**src/rtl/khmma_pkg.sv**
```systemverilog
// Package for the keyed windowed min/max/average aggregator.
// Holds table geometry, status codes, register indexes and shared types.
// No dependencies.
`default_nettype none
package khmma_pkg;
  localparam int unsigned TableEntries = 1024;
  localparam int unsigned IdxW = $clog2(TableEntries);
  localparam int unsigned CntW = IdxW + 1;

  localparam logic [16:0] WindowReset = 17'd3600;
  localparam logic [31:0] TtlReset    = 32'd172800;

  localparam logic [1:0] StatusOk      = 2'd0;
  localparam logic [1:0] StatusBadType = 2'd1;
  localparam logic [1:0] StatusFull    = 2'd2;

  localparam logic [1:0] TypeReal = 2'd0;
  localparam logic [1:0] TypeUns  = 2'd1;

  localparam logic RegWindow = 1'b0;
  localparam logic RegTtl    = 1'b1;

  typedef struct packed {
    logic [63:0] item;
    logic [63:0] host;
    logic        kind;
    logic [31:0] win;
    logic [63:0] mn;
    logic [63:0] mx;
    logic [63:0] sum;
    logic [31:0] cnt;
  } slot_t;

  // division unit handshake
  typedef struct packed {
    logic        start;
    logic [63:0] dividend;
    logic [31:0] divisor;
  } div_req_t;
endpackage
`default_nettype wire

```
**src/rtl/khmma_div.sv**
```systemverilog
// Restoring divider, one quotient bit per cycle, 64 by 32 bits unsigned.
// Depends on khmma_pkg.
`default_nettype none
module khmma_div (
  input  wire logic                clk_i,
  input  wire logic                rst_ni,
  input  khmma_pkg::div_req_t      req_i,
  output logic                     done_o,
  output logic [63:0]              quot_o
);
  import khmma_pkg::*;

  logic [63:0] quot_q, quot_d;
  logic [32:0] rem_q, rem_d;
  logic [31:0] dvs_q, dvs_d;
  logic [6:0]  cnt_q, cnt_d;
  logic        run_q, run_d;
  logic        done_q, done_d;
  logic [32:0] trial;
  logic [32:0] shifted;

  always_comb begin
    quot_d = quot_q;
    rem_d  = rem_q;
    dvs_d  = dvs_q;
    cnt_d  = cnt_q;
    run_d  = run_q;
    done_d = 1'b0;
    shifted = {rem_q[31:0], quot_q[63]};
    trial   = shifted - {1'b0, dvs_q};
    if (req_i.start) begin
      quot_d = req_i.dividend;
      rem_d  = '0;
      dvs_d  = req_i.divisor;
      cnt_d  = 7'd0;
      run_d  = 1'b1;
    end else if (run_q) begin
      if (!trial[32]) begin
        rem_d  = trial;
        quot_d = {quot_q[62:0], 1'b1};
      end else begin
        rem_d  = shifted;
        quot_d = {quot_q[62:0], 1'b0};
      end
      cnt_d = cnt_q + 7'd1;
      if (cnt_q == 7'd63) begin
        run_d  = 1'b0;
        done_d = 1'b1;
      end
    end
  end

  always_ff @(posedge clk_i or negedge rst_ni) begin
    if (!rst_ni) begin
      run_q  <= 1'b0;
      done_q <= 1'b0;
      cnt_q  <= '0;
    end else begin
      run_q  <= run_d;
      done_q <= done_d;
      cnt_q  <= cnt_d;
    end
  end

  always_ff @(posedge clk_i) begin
    quot_q <= quot_d;
    rem_q  <= rem_d;
    dvs_q  <= dvs_d;
  end

  assign done_o = done_q;
  assign quot_o = quot_q;
endmodule
`default_nettype wire

```
**config.mk**
```make
export PLATFORM = sky130hd
export DESIGN_NAME = khmma_div
export DESIGN_NICKNAME = d
export VERILOG_FILES = /design/src/rtl/khmma_pkg.sv /design/src/rtl/khmma_div.sv
export SDC_FILE = /design/constraint.sdc
export NUM_CORES = 1
export LEC_CHECK = 0
export BUFFER_PORTS_ARGS = -buffer_cell sky130_fd_sc_hd__buf_2
export CORE_UTILIZATION = 55
export CTS_BUF_LIST = sky130_fd_sc_hd__clkbuf_16
export CTS_CLUSTER_SIZE = 16
export DETAILED_ROUTE_END_ITERATION = 6
export PLACE_DENSITY = 0.77
export SYNTH_ARGS = -nofsm -noshare
export SYNTH_HDL_FRONTEND = slang
export SYNTH_SLANG_ARGS = --single-unit
```
**constraint.sdc**
```tcl
create_clock -name clk_i -period 3.11 [get_ports clk_i]
set_clock_uncertainty 0.05 [all_clocks]
set_input_delay 0.4665 -clock clk_i [delete_from_list [all_inputs] [get_ports clk_i]]
set_output_delay 0.4665 -clock clk_i [all_outputs]
set_load 0.05 [all_outputs]
```
* Word-level counts from Yosys, hierarchy flattened
Index checks and enable logic that the tools add are counted.
** Operators by class
- Add/subtract/negate cells :: 2
- Equal/unequal tests :: 1
- Reduce and logical (&&, ||, !) cells :: 1
- Mux-type cells :: 12
** Operators by type and width (count)
- 64-bit two-way mux :: 2
- 33-bit by 32-bit subtractor with 33-bit output :: 1
- 32-bit two-way mux :: 1
- 7-bit two-way mux :: 2
- 7-bit by 1-bit adder with 7-bit output (second input constant) :: 1
- 7-bit by 6-bit == test with 1-bit output (second input constant) :: 1
- 1-bit two-way mux :: 7
- 2-bit nonzero test :: 1
** Storage, ports and cells
- Bits in registers :: 137
- Word-level logic and storage cells :: 22
- Output and inout port bits :: 65

* Depth between registers and ports, before layout
- Depth after elaboration :: 4
- Mapped depth :: 13

* Worst setup path after synthesis
No wires, ideal clock.
- Path type :: reg2reg
- Start :: register quot_q[63], in the netlist quot_o[63]
- End :: register rem_q[26]
- Data required time :: 2974 ps
- Path buffers :: 2
- Stages on the path, launching flop included :: 14
- Path slack :: 42 ps
- Period minus slack after synthesis :: 3068 ps
- Arrival :: 2932 ps
- Path through :: edfxtp_1 -> inv_1 -> ha_1 -> fa_1 -> nor2b_4 -> o31a_4 -> o41ai_4 -> a21oi_2 -> o21a_1 -> o211a_1 -> buf_6 -> buf_12 -> mux2i_1 -> a211oi_1
** Between the ends
- Longest elaborated chain between the ends :: 2
** RTL lines
- from (decl) :: line khmma_div.sv:13 : logic [63:0] quot_q, quot_d;
- from (signal assigned) :: line khmma_div.sv:66 : quot_q <= quot_d;
- 33-bit by 32-bit subtractor with 33-bit output :: line khmma_div.sv:30 : trial = shifted - {1'b0, dvs_q};
- 32-bit two-way mux :: line khmma_div.sv:38 : if (!trial[32]) begin
- to (signal assigned) :: line khmma_div.sv:67 : rem_q <= rem_d;
- to (decl) :: line khmma_div.sv:14 : logic [32:0] rem_q, rem_d;
Every way passes these cells.
A chain may end at the register's enable or synchronous reset.

* Worst setup path after layout
- Start :: register quot_q[63], in the netlist quot_o[63]
- End :: register rem_q[1]
The elaborated chain is that of the path after synthesis.

==> out/metrics.cfg <==
[floorplanning]
die_y_um=120.1
core_area_mm2=0.01340
die_area_mm2=0.01443
row_count=42
initial_utilization_pct=57.28
ios=164
die_w_um=120.1

[timing]
rsz0062_at_grt=no
maxSlewHeadroom_pct=40.62
hold_viol_final=0
fmax_ghz=0.3347
final_max_slew_viol_count=0
tns_ns=0
fin_crit_sh_pct=96.06
setup_viol=0
tightest_slew_ns=0.8907
fin_crit_ns=2.987

[setup_path]
crit_family=compound AO/OA/AOI/OAI gates
path_cells=inv_1 > ha_1 > fa_2 > nor2b_4 > o31a_4 > o41ai_4 > a21oi_2 > o21ai_2 > o211ai_2 > buf_4 > or4_1 > o311ai_2
critPathKind=reg2reg
crit_path_end_kind=register
r2r_slack_ns=0.12
ff2ff_path_depth=12
startpoint_type=register
crit_arrival_ns=3.27
cpMaxStageDelayCell=or4_1
crit-reg2reg-launch=quot_o[63]
crit_required_ns=3.39
path_max_fanout=6
reg2reg_to=rem_q[1]
max_stage_delay_ns=0.42
cp_num_buf_inv=2
crit_cells=12

[cts]
cts-root-buf=clkbuf_16
cts_sinks=137
cts_tree=done
numCtsBuffers=17
htree_num_levels=4
clk_pin_slew_worst_paths_ns=0.06
clk_latency_ns=0.42
cts_max_path_buffers=2

[place]
dp_hpwl_um=12870
place_congestion=0.8800
dp_cells=999
io_buffers=163

[finish]
areaGrowthSynthToFinish_pct=20.65
fin_nets=976
diodes=0
drive_gt1_share_pct=33.76
instances_no_fill=1032

[global_route]
grt_start_max_net_pins=74
first_global_vias=6111
antenna_found_initial=1
grt_usage_pct=26.23
grt_pass1_wl_um=29340
grt_remaining_overflow=0

[detailed_routing]
wl_met2_um=9028
postRouteAntennaNets=0
met3_length_um=1189
vias=5911
avgRoutedWirePerCell_um=17.54
wl_met1_um=7525
drt_iter0_drc=306
drt-total-wl_um=18110
viasPerCell=5.728
top_layer=met5
first_pass_iters=6
drc_errors=0

[yosys]
synth_area_mm2=0.007676
yosysSeqAreaShare_pct=48.83
synth_flop_cell=edfxtp_1
yosysWarnings=0
ys_ff_latch=137
avgSynthCellArea_um2=11.22
ys_types=73
synthCells=684
synth-edff-count=96
syn_nets=817
ys_async_sr_fraction_pct=6.569

[run_status]
status=completed

[pwr]
power_density_mw_per_mm2=558.5
p_leak_nw=4.069
ir_drop_mv=0.5148

[run]
drv_cap=0

[worst_hold_path]
whs_path_depth=1
hp-class=in2reg
min_from=req_i[22]
min_to=dvs_q[22]

[where the power goes]
group	total, mW	switching (mW)	internal (mW)
clock network	2.15	0.805	1.35
registers	2.17	0.0659	2.10
logic	0.854	0.573	0.281
total	5.17	1.44	3.73
[Yosys cell counts (all sizes together), types with 3 or more instances]
cell	number	area share (%)
nand2b	4	0.33
nor4	5	0.49
nor3	10	0.65
o21bai	3	0.29
a211oi	24	2.3
a41oi	3	0.34
edfxtp	96	38
a31oi	4	0.33
nand4	7	0.57
nand3	16	1.0
a21oi	39	2.6
clkbuf	17	1.0
xor2	14	1.6
or3	3	0.24
o211ai	8	0.85
nor2	56	2.7
ha	33	5.4
nand2	37	1.8
buf	20	1.9
nand3b	3	0.29
mux2i	23	3.0
inv	42	2.1
dfrtp	9	2.9
o31ai	3	0.29
a21o	11	1.1
xnor2	15	1.7
and3	10	0.81
o21a	5	0.49
o311a	3	0.39
mux2	63	9.2
o211a	4	0.52
and4	4	0.49
o21ai	25	1.8
dfxtp	32	8.3
[layout by cell type, fill, tap and decap left out, types with 9 or more instances in the layout]
cell         n
xor2_1      14
buf_4       12
o21ai_0     20
nand2_1     36
clkbuf_16   17
a211oi_1    23
dfrtp_1      9
nand3_1     16
nor3_1      10
nor2_1      56
a21o_1      10
a21oi_1     37
dfxtp_1     32
xnor2_1     15
mux2_2      63
and3_1      10
edfxtp_1    96
inv_1       45
ha_1        33
buf_2      162
mux2i_1     23
[worst max path at each step]
stage          startpoint         to  slack [ns]
3_5_place_dp   quot_o[63]  rem_q[28]         0.1
6_report       quot_o[63]   rem_q[1]        0.12
5_1_grt        quot_o[63]   rem_q[1]       0.006
3_3_place_gp   quot_o[63]  rem_q[18]        0.23
2_1_floorplan  quot_o[63]  rem_q[26]        0.04
4_1_cts        quot_o[63]  rem_q[28]        0.10
[registers in the layout (all words and copies together), names as in the netlist]
name and cells:
quot_o 64, dvs_q 32, rem_q 32, cnt_q 7
done_o 1, run_q 1
[final cells by class]
cell class / count / area, um2
clock inverters: 15 / 201.4
clock buffers: 17 / 425.4
inverters: 43 / 161.4
multi-input cells: 467 / 3553
repair buffers: 177 / 950.9
flip-flops and latches: 137 / 3749
well taps: 176 / 220.2
fillers: 990 / 4139
[logic make-up after synthesis]
| family | count (synthesis) | share of synthesized area (%) |
|---|---|---|
| and+or+nand+nor | 165 | 10.69 |
| muxes | 86 | 12.24 |
| DFF | 137 | 48.83 |
| xor gates and xnor gates | 29 | 3.309 |
| buffers and inverters | 80 | 5.004 |
| adders and majority gates | 34 | 5.640 |
| AOI/OAI and AO/OA | 153 | 14.28 |
[stage by stage]
stage                     area [um2]  setup WS, ns  util, %  hold WS (ns)  total power [mW]
after floorplan                 7676       0.04217        -        0.1209             2.812
after global placement          8617        0.2253    64.30        0.2698             3.030
after detailed placement        8617       0.09825    64.30        0.2759             3.050
after CTS                       9254        0.1008    69.06        0.1497             5.205
after global routing            9261      0.005650    69.11        0.1468             5.336
final                           9261        0.1227    69.11        0.1639             5.172
[worst register-to-register path: stages, from the launching register on]
cell	delay, ns
edfxtp_1	0.40
inv_1	0.08
ha_1	0.17
fa_2	0.25
nor2b_4	0.05
o31a_4	0.31
o41ai_4	0.36
a21oi_2	0.14
o21ai_2	0.18
o211ai_2	0.19
buf_4	0.21
or4_1	0.42
o311ai_2	0.09
[metal layers]
metal / GRT usage (%) / up-vias
met3: 8.413 / 36
li1: - / 2874
met5: 0 / -
met4: 8.672 / 2
met1: 31.01 / 2792
met2: 44.86 / 207
[repair_timing]
action	4_1_cts	5_1_grt
hold buffers	1	0
resized for setup	0	2
buffers inserted	0	0
setup endpoints to repair	0	6
endpoints found under the hold margin	9	0
Power figures use the tool's default switching activity.
